<file path="config.mk">
export PLATFORM = sky130hd
export DESIGN_NAME = hssc_ctrl
export DESIGN_NICKNAME = d
export VERILOG_FILES = /design/src/sv/hssc_pkg.sv /design/src/sv/hssc_ctrl.sv
export SDC_FILE = /design/constraint.sdc
export NUM_CORES = 1
export LEC_CHECK = 0
export BUFFER_PORTS_ARGS = -buffer_cell sky130_fd_sc_hd__buf_2
export CORE_AREA = 2 2 39 41
export CTS_BUF_LIST = sky130_fd_sc_hd__clkbuf_16
export CTS_CLUSTER_DIAMETER = 40
export CTS_CLUSTER_SIZE = 40
export DETAILED_ROUTE_END_ITERATION = 10
export DIE_AREA = 0 0 41 43
export MAX_ROUTING_LAYER = met4
export PLACE_DENSITY = 0.36
export SYNTH_ARGS = -nofsm -noshare
export SYNTH_HDL_FRONTEND = slang
export SYNTH_SLANG_ARGS = --single-unit
</file>
<file path="constraint.sdc">
create_clock -name clk -period 4.03 [get_ports clk]
set_input_delay 1.0075 -clock clk [delete_from_list [all_inputs] [get_ports clk]]
set_output_delay 1.0075 -clock clk [all_outputs]
set_load 0.01 [all_outputs]
</file>
<file path="src/sv/hssc_pkg.sv">
// ----------------------------------------------------------------------------
// hssc_pkg
// Types, codes and constants shared by the short string cache modules.
// ----------------------------------------------------------------------------
package hssc_pkg;

  localparam int unsigned TABLE_ENTRIES_DEF = 4096;
  localparam int unsigned MAX_BYTES_DEF     = 64;

  localparam logic [31:0] FNV_BASIS     = 32'h811C9DC5;
  localparam logic [31:0] FNV_PRIME     = 32'h01000193;
  localparam logic [6:0]  COUNT_CAP     = 7'd127;
  localparam logic [6:0]  MAX_LEN_RESET = 7'd64;

  // request codes
  localparam logic [1:0] REQ_BYTE  = 2'd0;
  localparam logic [1:0] REQ_FILL  = 2'd1;
  localparam logic [1:0] REQ_INVAL = 2'd2;

  // lookup result codes
  localparam logic [1:0] LK_HIT    = 2'd0;
  localparam logic [1:0] LK_MISS   = 2'd1;
  localparam logic [1:0] LK_BYPASS = 2'd2;

  typedef struct packed {
    logic [1:0]  req_type;
    logic [31:0] owner_id;
    logic [7:0]  data_byte;
    logic        last_byte;
    logic [31:0] fill_handle;
  } in_word_t;

  typedef struct packed {
    logic [1:0]  lookup_status;
    logic [31:0] hit_handle;
    logic [31:0] string_hash;
    logic [31:0] hit_total;
    logic [31:0] miss_total;
  } out_word_t;

  typedef struct packed {
    logic [31:0] hash;
    logic [6:0]  len;
    logic [31:0] owner;
    logic [31:0] handle;
  } entry_t;

  typedef enum logic [1:0] {
    S_CLEAR,
    S_IDLE,
    S_SLOT,
    S_CMP
  } state_t;

  // controller to datapath
  typedef struct packed {
    logic accept;
    logic clr_step;
    logic rd_en;
    logic load_out;
  } cmd_t;

  // datapath to controller
  typedef struct packed {
    logic is_last_byte;
    logic is_inval;
    logic clr_last;
    logic slot_done;
    logic out_free;
  } status_t;

endpackage

</file>
<file path="src/sv/hssc_ctrl.sv">
// ----------------------------------------------------------------------------
// hssc_ctrl
// Sequencer: clearing pass, item intake, slot wait and result load.
// ----------------------------------------------------------------------------
module hssc_ctrl (
  input  logic              clk,
  input  logic              rst_n,
  input  logic              in_valid,
  output logic              in_ready,
  input  hssc_pkg::status_t status,
  output hssc_pkg::cmd_t    cmd
);

  hssc_pkg::state_t state_r;
  hssc_pkg::state_t state_nxt;

  always_ff @(posedge clk) begin
    if (!rst_n) begin
      state_r <= hssc_pkg::S_CLEAR;
    end else begin
      state_r <= state_nxt;
    end
  end

  always_comb begin
    state_nxt = state_r;
    unique case (state_r)
      hssc_pkg::S_CLEAR: begin
        if (status.clr_last) state_nxt = hssc_pkg::S_IDLE;
      end
      hssc_pkg::S_IDLE: begin
        if (in_valid) begin
          if (status.is_inval) state_nxt = hssc_pkg::S_CLEAR;
          else if (status.is_last_byte) state_nxt = hssc_pkg::S_SLOT;
        end
      end
      hssc_pkg::S_SLOT: begin
        if (status.slot_done) state_nxt = hssc_pkg::S_CMP;
      end
      hssc_pkg::S_CMP: begin
        if (status.out_free) state_nxt = hssc_pkg::S_IDLE;
      end
      default: state_nxt = hssc_pkg::S_CLEAR;
    endcase
  end

  always_comb begin
    in_ready     = state_r == hssc_pkg::S_IDLE;
    cmd.accept   = in_ready && in_valid;
    cmd.clr_step = state_r == hssc_pkg::S_CLEAR;
    cmd.rd_en    = state_r == hssc_pkg::S_SLOT && status.slot_done;
    cmd.load_out = state_r == hssc_pkg::S_CMP && status.out_free;
  end

`ifndef NO_ASSERTIONS
  a_done_wait: assert property (@(posedge clk) disable iff (!rst_n)
    status.slot_done |-> state_r == hssc_pkg::S_SLOT)
    else $error("slot result arrived outside the slot wait");
`endif

endmodule
</file>
==> summary.txt, run 1 <==
Critical path
  – Worst endpoint data arrival time: about 1400 ps
  – Nature of the critical path startpoint: primary input
  – CP Data Required Time: approximately 3000 ps
  – Worst R2R End: state_r[0]
  – R2R setup slack: approximately 2600 ps
  – FF-to-FF Start: state_r[1]
  – Reg2Reg Depth: 6
  – Crit path max fanout: 3
  – WS Path Type: primary input to output port
  – CP endpoint kind: output port

Route
  – Final ANT Viol Nets: 0
  – Pre-antenna DRT Iters: 4
  – Wire per inst: between 8 and 9 µm
  – DR vias: 229
  – Drt drc: 0
  – Max Used Layer: met4
  – Initial drt markers: 2
  – M1 wire length: 228 µm
  – Via density: a little under 4
  – Drt total wl: ~500 µm
  – Metal3 WL: 53 µm
  – DR WL met2: ~200 µm

Global routing
  – Total Routing Usage GR: 0.0760
  – First-pass GRT wire length: a little over 800 µm
  – Largest net degree at the start of global routing: 6
  – Vias in the first global route: ~210
  – Global route overflow: 0
  – Initial antenna violation count: 0

Final layout
  – Fillers: between 100 and 150
  – Fraction of layout cells with a size suffix above 1: 0.452
  – Most flops, register: state_r
  – Max FFs per register: 2
  – Nets: 56
  – Final Cell Area: about 390 µm²
  – Largest registers: state_r x2
  – Area growth syn-to-layout: 67.4%
  – # diodes: 0
  – Post-Layout Cell Count: between 50 and 60

STA
  – Fin Clk Skew: roughly 0.77 ps
  – Final period util: 0.593
  – Slew @ Worst Pin: slightly above 200 ps
  – TNS Setup: 0 ps
  – Fmax: about 420 MHz
  – Hold Vio Cnt, Final: 0
  – Tmin final: ~2400 ps
  – Finish-stage setup viols: 0
  – Slew HR: 0.863
  – RSZ-0062 raised after global routing: no
  – Fin. max-slew vios: 0

Synthesis
  – Register bit total from synthesis: 2
  – Cells after Synth: 27
  – Mapped cell area: roughly 230 µm²
  – Sequential-to-total area share from yosys stat: 0.174
  – Syn_area_per_cell: 8.53 µm²
  – Syn_nets: 39
  – Post-synthesis cell type count: 15
  – Yosys Warn Count: 0

CTS
  – Setup repair bufs after CTS: 0
  – CTS Hold Bufs: 0
  – CTS HTree Levels: 1
  – Clock root cell: clkbuf_16
  – CTS tree: built
  – Clock slew at reported path FFs: 30 ps
  – Post-cts sizing count: 0
  – Clock Tree Buf Depth: 2
  – Clk_lat worst skew: between 200 and 250 ps
  – CTS Sinks: 2
  – Num CTS Buffers: 3

Run
  – # Max-Cap Violations: 0

Floorplan
  – Starting Density: 0.166
  – Die height: 43 µm
  – Die area: 1760 µm²
  – CORE AREA: between 1000 and 1500 µm²
  – Die X-Extent: 41 µm
  – Row Count: 14
  – Boundary pin count: 13

Hold path
  – Min-Delay Path Class: flop to flop
  – Sink of the worst hold path: state_r[1]
  – Hold Path Stages: 2
  – Min-delay src: state_r[1]

Power and ir drop
  – Worst-case vdd ir drop: about 0.18 mV
  – Static leakage: 0.199 nW
  – Power Density: 579 nW/µm²

Placement
  – RePlAce Congestion: 0.616
  – Port bufs: 12
  – DP Cell Count: 55
  – HPWL Detailed: about 380 µm
  – Placed cell areas: approximately 310 µm²

Run status
  – Outcome: finished clean
## logic make-up after synthesis
family | synth area share
multiplexers | 0.0435
AND/OR/NAND/NOR | 0.234
buffers and inverters | 0.114
AO/OA/AOI/OAI | 0.217
adder cells (fa/ha/maj) | 0.217
flip-flops | 0.174
## worst max-delay path: stages
cell	delay, ps
buf_2	110
and2_1	140
buf_2	130
## worst max path at each step
stage                     cells after the start      start      to  slack, ps
final                                         3   in_valid  cmd[3]       1640
after global routing                          3  status[1]  cmd[1]       1620
after CTS                                     3  status[1]  cmd[1]       1640
after detailed placement                      3  status[1]  cmd[1]       1640
after global placement                        3   in_valid  cmd[3]       1640
after floorplan                               1  status[1]  cmd[1]       1850
## placed cells by master, fill, tap and decap left out
cell	Yosys	routed
inv_2	1	1
nand3_1	2	2
a22oi_2	2	2
inv_1	5	5
mux2i_1	1	1
ha_1	4	4
o211ai_1	1	1
a211oi_1	1	1
nand2_1	1	1
clkinv_1	1	1
or2b_1	1	1
nor2b_4	1	1
clkbuf_16	0	3
and2_1	3	3
dfxtp_1	2	2
buf_2	0	12
a32o_1	1	1
## through the flow
stage / util / power, W / hold slack, ps / setup WS, ps
after floorplan: - / 0.0000582 / 471 / 1850
after global placement: 0.224 / 0.0000746 / 522 / 1640
after detailed placement: 0.224 / 0.0000737 / 517 / 1640
after CTS: 0.278 / 0.000227 / 534 / 1640
after global routing: 0.278 / 0.000235 / 548 / 1620
final: 0.278 / 0.000223 / 520 / 1640
## cell type report
type                       count  area (µm²)  share of cell area
clock buffer                   3        75.1               0.195
timing repair buffer          12        60.1               0.156
tap                           16        20.0              0.0519
inverter                       7        26.3              0.0682
multi-input combinational     18         164               0.425
sequential                     2        40.0               0.104
## layer usage
layer	GRT usage	up-vias
li1	-	119
met1	0.0927	93
met2	0.0844	15
met3	0.0157	2
met4	0.100	0
met5	-	-
## power by group
group          switching (W)  internal [W]  leakage (nW)  total [W]
registers         0.00000323     0.0000230        0.0165  0.0000263
logic              0.0000229     0.0000233         0.146  0.0000461
clock network      0.0000242      0.000126        0.0370   0.000151
total              0.0000502      0.000173         0.199   0.000223
## cells in the mapped netlist (all sizes together)
| master | number | area (µm²) |
|---|---|---|
| dfxtp | 2 | 40.0 |
| a32o | 1 | 10.0 |
| and2 | 3 | 18.8 |
| o211ai | 1 | 7.51 |
| clkinv | 1 | 3.75 |
| mux2i | 1 | 10.0 |
| a22oi | 2 | 25.0 |
| a211oi | 1 | 7.51 |
| nor2b | 1 | 13.8 |
| or2b | 1 | 7.51 |
| nand2 | 1 | 3.75 |
| inv | 6 | 22.5 |
| ha | 4 | 50.1 |
| nand3 | 2 | 10.0 |
Note: power is estimated with default switching activity, not from simulation.
==> inputs of run 2 (changes only) <==
- ABC_AREA: not set -> 1
- PLACE_DENSITY: 0.36 -> 0.37
- clock period: 4.03 -> 2.1 ns (I/O delays scaled with it)
==> run 2 against run 1 <==
Compared with the run above:
- design area down 0.32%
- register-to-register slack worse by 1800 ps
- core utilization down 0.090 points
- global-route usage down 0.83 points
- sequential power rose to 2.7 times the previous value
- worst hold slack better by 29 ps
- critical endpoint is now cmd[1]
- combinational power rose to 4.5 times the previous value
- largest cell class unchanged
==> summary.txt, run 2 <==
Synthesis
  – Top-count cell post-synth: nand2_1
  – Syn_nets: ~50
  – Register bit total from synthesis: 2
  – Cells after Synth: 39
  – Top cells by area, synth: ha_1 22%, nand2_1 20%, inv_1 18%, dfxtp_1 17%, nor2_2 5.5%
  – Post-synthesis cell type count: 10
  – Top cell types by occurrence after synthesis: 12 x nand2_1, 11 x inv_1, 4 x ha_1
  – Mapped cell area: between 200 and 250 µm²
  – Primary FF master, synth: dfxtp_1
  – Sequential-to-total area share from yosys stat: 0.175
  – Post-synth EDFFs: 0
  – Yosys Warn Count: 0
  – Synth async-reset ratio: 0
  – Area leader, netlist: ha_1
  – Synth top area share: 0.219
  – Syn_area_per_cell: approximately 6 µm²

STA
  – TNS Setup: 0 ps
  – Tmin final: around 1700 ps
  – Fmax: between 600 and 700 MHz
  – Finish-stage setup viols: 0
  – RSZ-0062 raised after global routing: no
  – Final period util: 0.787
  – Fin Clk Skew: 0.344 ps
  – Slew @ Worst Pin: approximately 170 ps
  – Hold Vio Cnt, Final: 0
  – Fin. max-slew vios: 0
  – Slew HR: 0.888
  – Hold WS: around 550 ps

Global routing
  – M3 GR Usage: 0.0314
  – Global route overflow: 0
  – Vias in the first global route: 227
  – Met1 global-route usage: 0.0701
  – Most crowded layer after global routing: met2
  – First-pass GRT wire length: ~770 µm
  – Largest net degree at the start of global routing: 6
  – Total Routing Usage GR: 0.0677
  – Met2 GRT Util: 0.100
  – Initial antenna violation count: 0

Final layout
  – Area growth syn-to-layout: 67.8%
  – Fin util: 0.278
  – Register area: roughly 40 µm²
  – Fraction of layout cells with a size suffix above 1: 0.352
  – Post-Layout Cell Count: 70
  – Area occupied by multi-input gates: between 100 and 150 µm²
  – Max FFs per register: 2
  – Most flops, register: state_r
  – Most frequent cells in the layout: 12 x nand2_1, 12 x buf_2, 11 x inv_1
  – Fillers: about 160
  – Nets: slightly below 70
  – Largest registers: state_r x2
  – # diodes: 0

Route
  – Via density: roughly 3.5
  – Final ANT Viol Nets: 0
  – DR vias: 243
  – Pre-antenna DRT Iters: 2
  – Initial drt markers: 1
  – Drt drc: 0
  – Wire per inst: between 6 and 7 µm
  – Drt total wl: 468 µm

Placement
  – DP Cell Count: 67
  – RePlAce Congestion: 0.672
  – HPWL Detailed: 397 µm
  – Port bufs: 12

Critical path
  – Critical Path Max Stage Delay: between 300 and 400 ps
  – Worst endpoint data arrival time: between 1000 and 1500 ps
  – Most frequent cell on the critical path: inv_1
  – Critical Path Slowest Stage Cell: dfxtp_1
  – Crit path max fanout: 4
  – Nature of the critical path startpoint: flop
  – CP Data Required Time: around 1600 ps
  – CP Cell Sequence: inv_1 -> ha_1 -> nand2_1 -> inv_1 -> buf_2
  – WS Path Type: flop to output port
  – CP endpoint kind: output port

Power and ir drop
  – Power Density: 1460 nW/µm²
  – Static leakage: ~0.24 nW
  – Total power: roughly 0.00056 W
  – Worst-case vdd ir drop: 0.564 mV

CTS
  – Clock Tree Buf Depth: 2
  – CTS HTree Levels: 1
  – Clock slew at reported path FFs: 30 ps
  – CTS Sinks: 2
  – Setup repair bufs after CTS: 0
  – Post-cts sizing count: 0
  – Clk_lat worst skew: around 220 ps
  – Num CTS Buffers: 3
  – Clock root cell: clkbuf_16
  – CTS tree: built
  – CTS Hold Bufs: 0

Floorplan
  – Boundary pin count: 13
  – Die X-Extent: roughly 40 µm
  – Row Count: 14
  – Die area: ~1800 µm²
  – CORE AREA: roughly 1400 µm²
  – Starting Density: 0.165
  – Die height: 43 µm

Run
  – # Max-Cap Violations: 0

Hold path
  – Min-Delay Path Class: flop to flop

Run status
  – Outcome: finished clean
[run 2: cell count changes after synthesis, sizes merged, moves of 2 or more]
cell,delta
a22oi,-2
inv,+6
a21oi,+2
nand2,+11
and2,-3
nor2,+4
[run 2: worst paths after layout]
path | startpoint | endpoint | slack (ps) | cells past startpoint
worst max register to register | state_r[0] | state_r[0] | 800 | 8
worst min register to register | state_r[1] | state_r[1] | 550 | 2
worst min-delay path | state_r[1] | state_r[1] | 550 | 2
worst max-delay path | state_r[0] | cmd[1] | 450 | 5
[run 2: kinds of logic after synthesis]
group / count (synthesis) / synth area share
AND/OR/NAND/NOR: 18 / 0.328
buffers and inverters: 12 / 0.197
adder cells (fa/ha/maj): 4 / 0.219
AO/OA/AOI/OAI: 3 / 0.0820
flip-flops: 2 / 0.175
[run 2: routing by layer]
layer | vias up | wire length (µm) | share of wire
met3 | 0 | 37 | 0.079
met4 | 0 | 0 | 0
li1 | 142 | - | -
met2 | 7 | 215 | 0.46
met1 | 94 | 215 | 0.46
met5 | - | 0 | 0
[run 2: metrics by stage]
stage | area, µm² | setup WS [ps]
4_1_cts | 384 | 429
3_5_place_dp | 309 | 667
6_report | 384 | 447
5_1_grt | 384 | 369
3_3_place_gp | 309 | 668
2_1_floorplan | 229 | 786
[run 2: critical path, delay by kind of cell (launching register included)]
| kind | cells | cell delay (ps) |
|---|---|---|
| fa+ha+maj | 1 | 230 |
| buf+inv | 3 | 240 |
| flops | 1 | 380 |
| simple gates | 1 | 60 |
[run 2: cell type report]
cell class | instances | share of cell area
clock buffers | 3 | 0.195
repair buffers | 12 | 0.156
flip-flops and latches | 2 | 0.104
well taps | 16 | 0.0521
multi-input cells | 25 | 0.375
inverters | 12 | 0.117
[run 2: power breakdown]
part | switching [W] | internal, W
Combinational | 0.000121 | 0.0000877
Sequential | 0.0000172 | 0.0000545
Clock | 0.0000389 | 0.000242
==> inputs of run 3 (changes only) <==
- clock period: 2.1 -> 1.4 ns (I/O delays scaled with it)
==> run 3 against run 2 <==
Compared with the run above:
- critical path type unchanged
- largest power group unchanged
- clock-buffer cell count did not move
- total power rose by 61%
- clock skew rose by 0.87 ps
- core utilization rose by 2.1 points
- worst setup slack got worse by 410 ps
==> summary.txt, run 3 (same netlist as run 2, synthesis figures left out) <==
Route
  – DR vias: approximately 250
  – Pre-antenna DRT Iters: 2
  – Drt total wl: about 480 µm
  – Wire per inst: 6.89 µm
  – Initial drt markers: 4
  – Via density: 3.56
  – Final ANT Viol Nets: 0
  – Drt drc: 0

Critical path
  – Worst endpoint data arrival time: just over 1000 ps
  – CP Data Required Time: about 1100 ps
  – WS Path Type: flop to output port
  – Nature of the critical path startpoint: flop
  – Crit path max fanout: 4
  – CP endpoint kind: output port

Floorplan
  – Die height: about 43 µm
  – Die X-Extent: 41 µm
  – Starting Density: 0.165
  – Boundary pin count: 13
  – CORE AREA: between 1000 and 1500 µm²
  – Row Count: 14
  – Die area: between 1500 and 2000 µm²

Global routing
  – Vias in the first global route: 208
  – Total Routing Usage GR: 0.0739
  – Global route overflow: 0
  – Initial antenna violation count: 0
  – First-pass GRT wire length: approximately 790 µm
  – Largest net degree at the start of global routing: 6

STA
  – Slew HR: 0.896
  – Slew @ Worst Pin: 155 ps
  – Tmin final: 1360 ps
  – Fmax: around 730 MHz
  – Final period util: 0.974
  – Fin Clk Skew: 1.21 ps
  – Finish-stage setup viols: 0
  – RSZ-0062 raised after global routing: yes
  – Hold WS: about 370 ps
  – Hold Vio Cnt, Final: 0
  – Fin. max-slew vios: 0

CTS
  – Num CTS Buffers: 3
  – Setup repair bufs after CTS: 0
  – Clock slew at reported path FFs: about 30 ps
  – CTS HTree Levels: 1
  – Clk_lat worst skew: 220 ps
  – Clock root cell: clkbuf_16
  – CTS tree: built
  – CTS Sinks: 2
  – Clock Tree Buf Depth: 2

Run status
  – Outcome: finished clean

Placement
  – RePlAce Congestion: approximately 0.67
  – Port bufs: 12
  – HPWL Detailed: roughly 380 µm
  – Placed cell areas: a little over 300 µm²

Run
  – # Max-Cap Violations: 0

Final layout
  – Final Cell Area: 413 µm²
  – Most flops, register: state_r
  – Fin util: 0.298
  – Max FFs per register: 2
  – # diodes: 0
  – Area growth syn-to-layout: 80.3%
  – Nets: ~70
  – Most frequent cells in the layout: 11 x nand2_1, 11 x buf_2, 9 x inv_1
  – Largest registers: state_r x2
  – Fraction of layout cells with a size suffix above 1: 0.481

Power and ir drop
  – Total power: about 0.00090 W
  – Worst-case vdd ir drop: about 0.89 mV
  – Power Density: 2190 nW/µm²
  – Static leakage: 0.244 nW

Hold path
  – Min-Delay Path Class: primary input to flop
run 3: cell counts in the layout (fill, tap and decap cells not counted):
No cell type changed its count.
run 3: final timing paths:
kind	slack [ps]	endpoint	cells after the start	start
hold reg to reg	530	state_r[1]	2	state_r[1]
setup reg to reg	210	state_r[0]	8	state_r[0]
setup / recovery	40	cmd[1]	5	state_r[0]
hold / removal	370	state_r[0]	3	rst_n
run 3: worst max-delay path: stages, from the launching register on:
cell     delay (ps)
dfxtp_4         360
inv_2            40
ha_2            180
nand2_1          50
inv_1            30
buf_2           120
run 3: what timing repair did:
action,CTS,global route
pin swaps,0,1
hold buffers,0,0
resized for setup,4,6
setup endpoints to repair,3,2
run 3: cell type report:
| class | instances | area, µm² |
|---|---|---|
| Multi-Input combinational cell | 25 | 161 |
| Tap cell | 16 | 20.0 |
| Fill cell | 154 | 971 |
| Clock buffer | 3 | 75.1 |
| Inverter | 12 | 45.0 |
| Timing Repair Buffer | 12 | 66.3 |
| Sequential cell | 2 | 45.0 |
run 3: where the power goes:
| part | leakage, nW | total (W) | switching, W | internal [W] |
|---|---|---|---|---|
| registers | 0.0175 | 0.000127 | 0.0000349 | 0.0000919 |
| clock network | 0.0370 | 0.000425 | 0.0000621 | 0.000363 |
| logic | 0.189 | 0.000351 | 0.000193 | 0.000158 |
run 3: routing by layer:
| metal | global-route usage | vias to the layer above | routed length (µm) |
|---|---|---|---|
| met5 | - | - | 0 |
| met4 | 0.0600 | 0 | 0 |
| met3 | 0.0471 | 0 | 43 |
| met2 | 0.0906 | 9 | 216 |
| met1 | 0.0799 | 98 | 222 |
| li1 | - | 142 | - |
run 3: stage by stage:
| stage | TNS, ps | instances | worst slack, ps |
|---|---|---|---|
| 6_report | 0 | 70 | 35.8 |
| 3_3_place_gp | 0 | 67 | 66.2 |
| 5_1_grt | -19.6 | 70 | -19.6 |
| 4_1_cts | -4.81 | 70 | -4.81 |
| 2_1_floorplan | 0 | 39 | 195 |
| 3_5_place_dp | 0 | 67 | 84.7 |
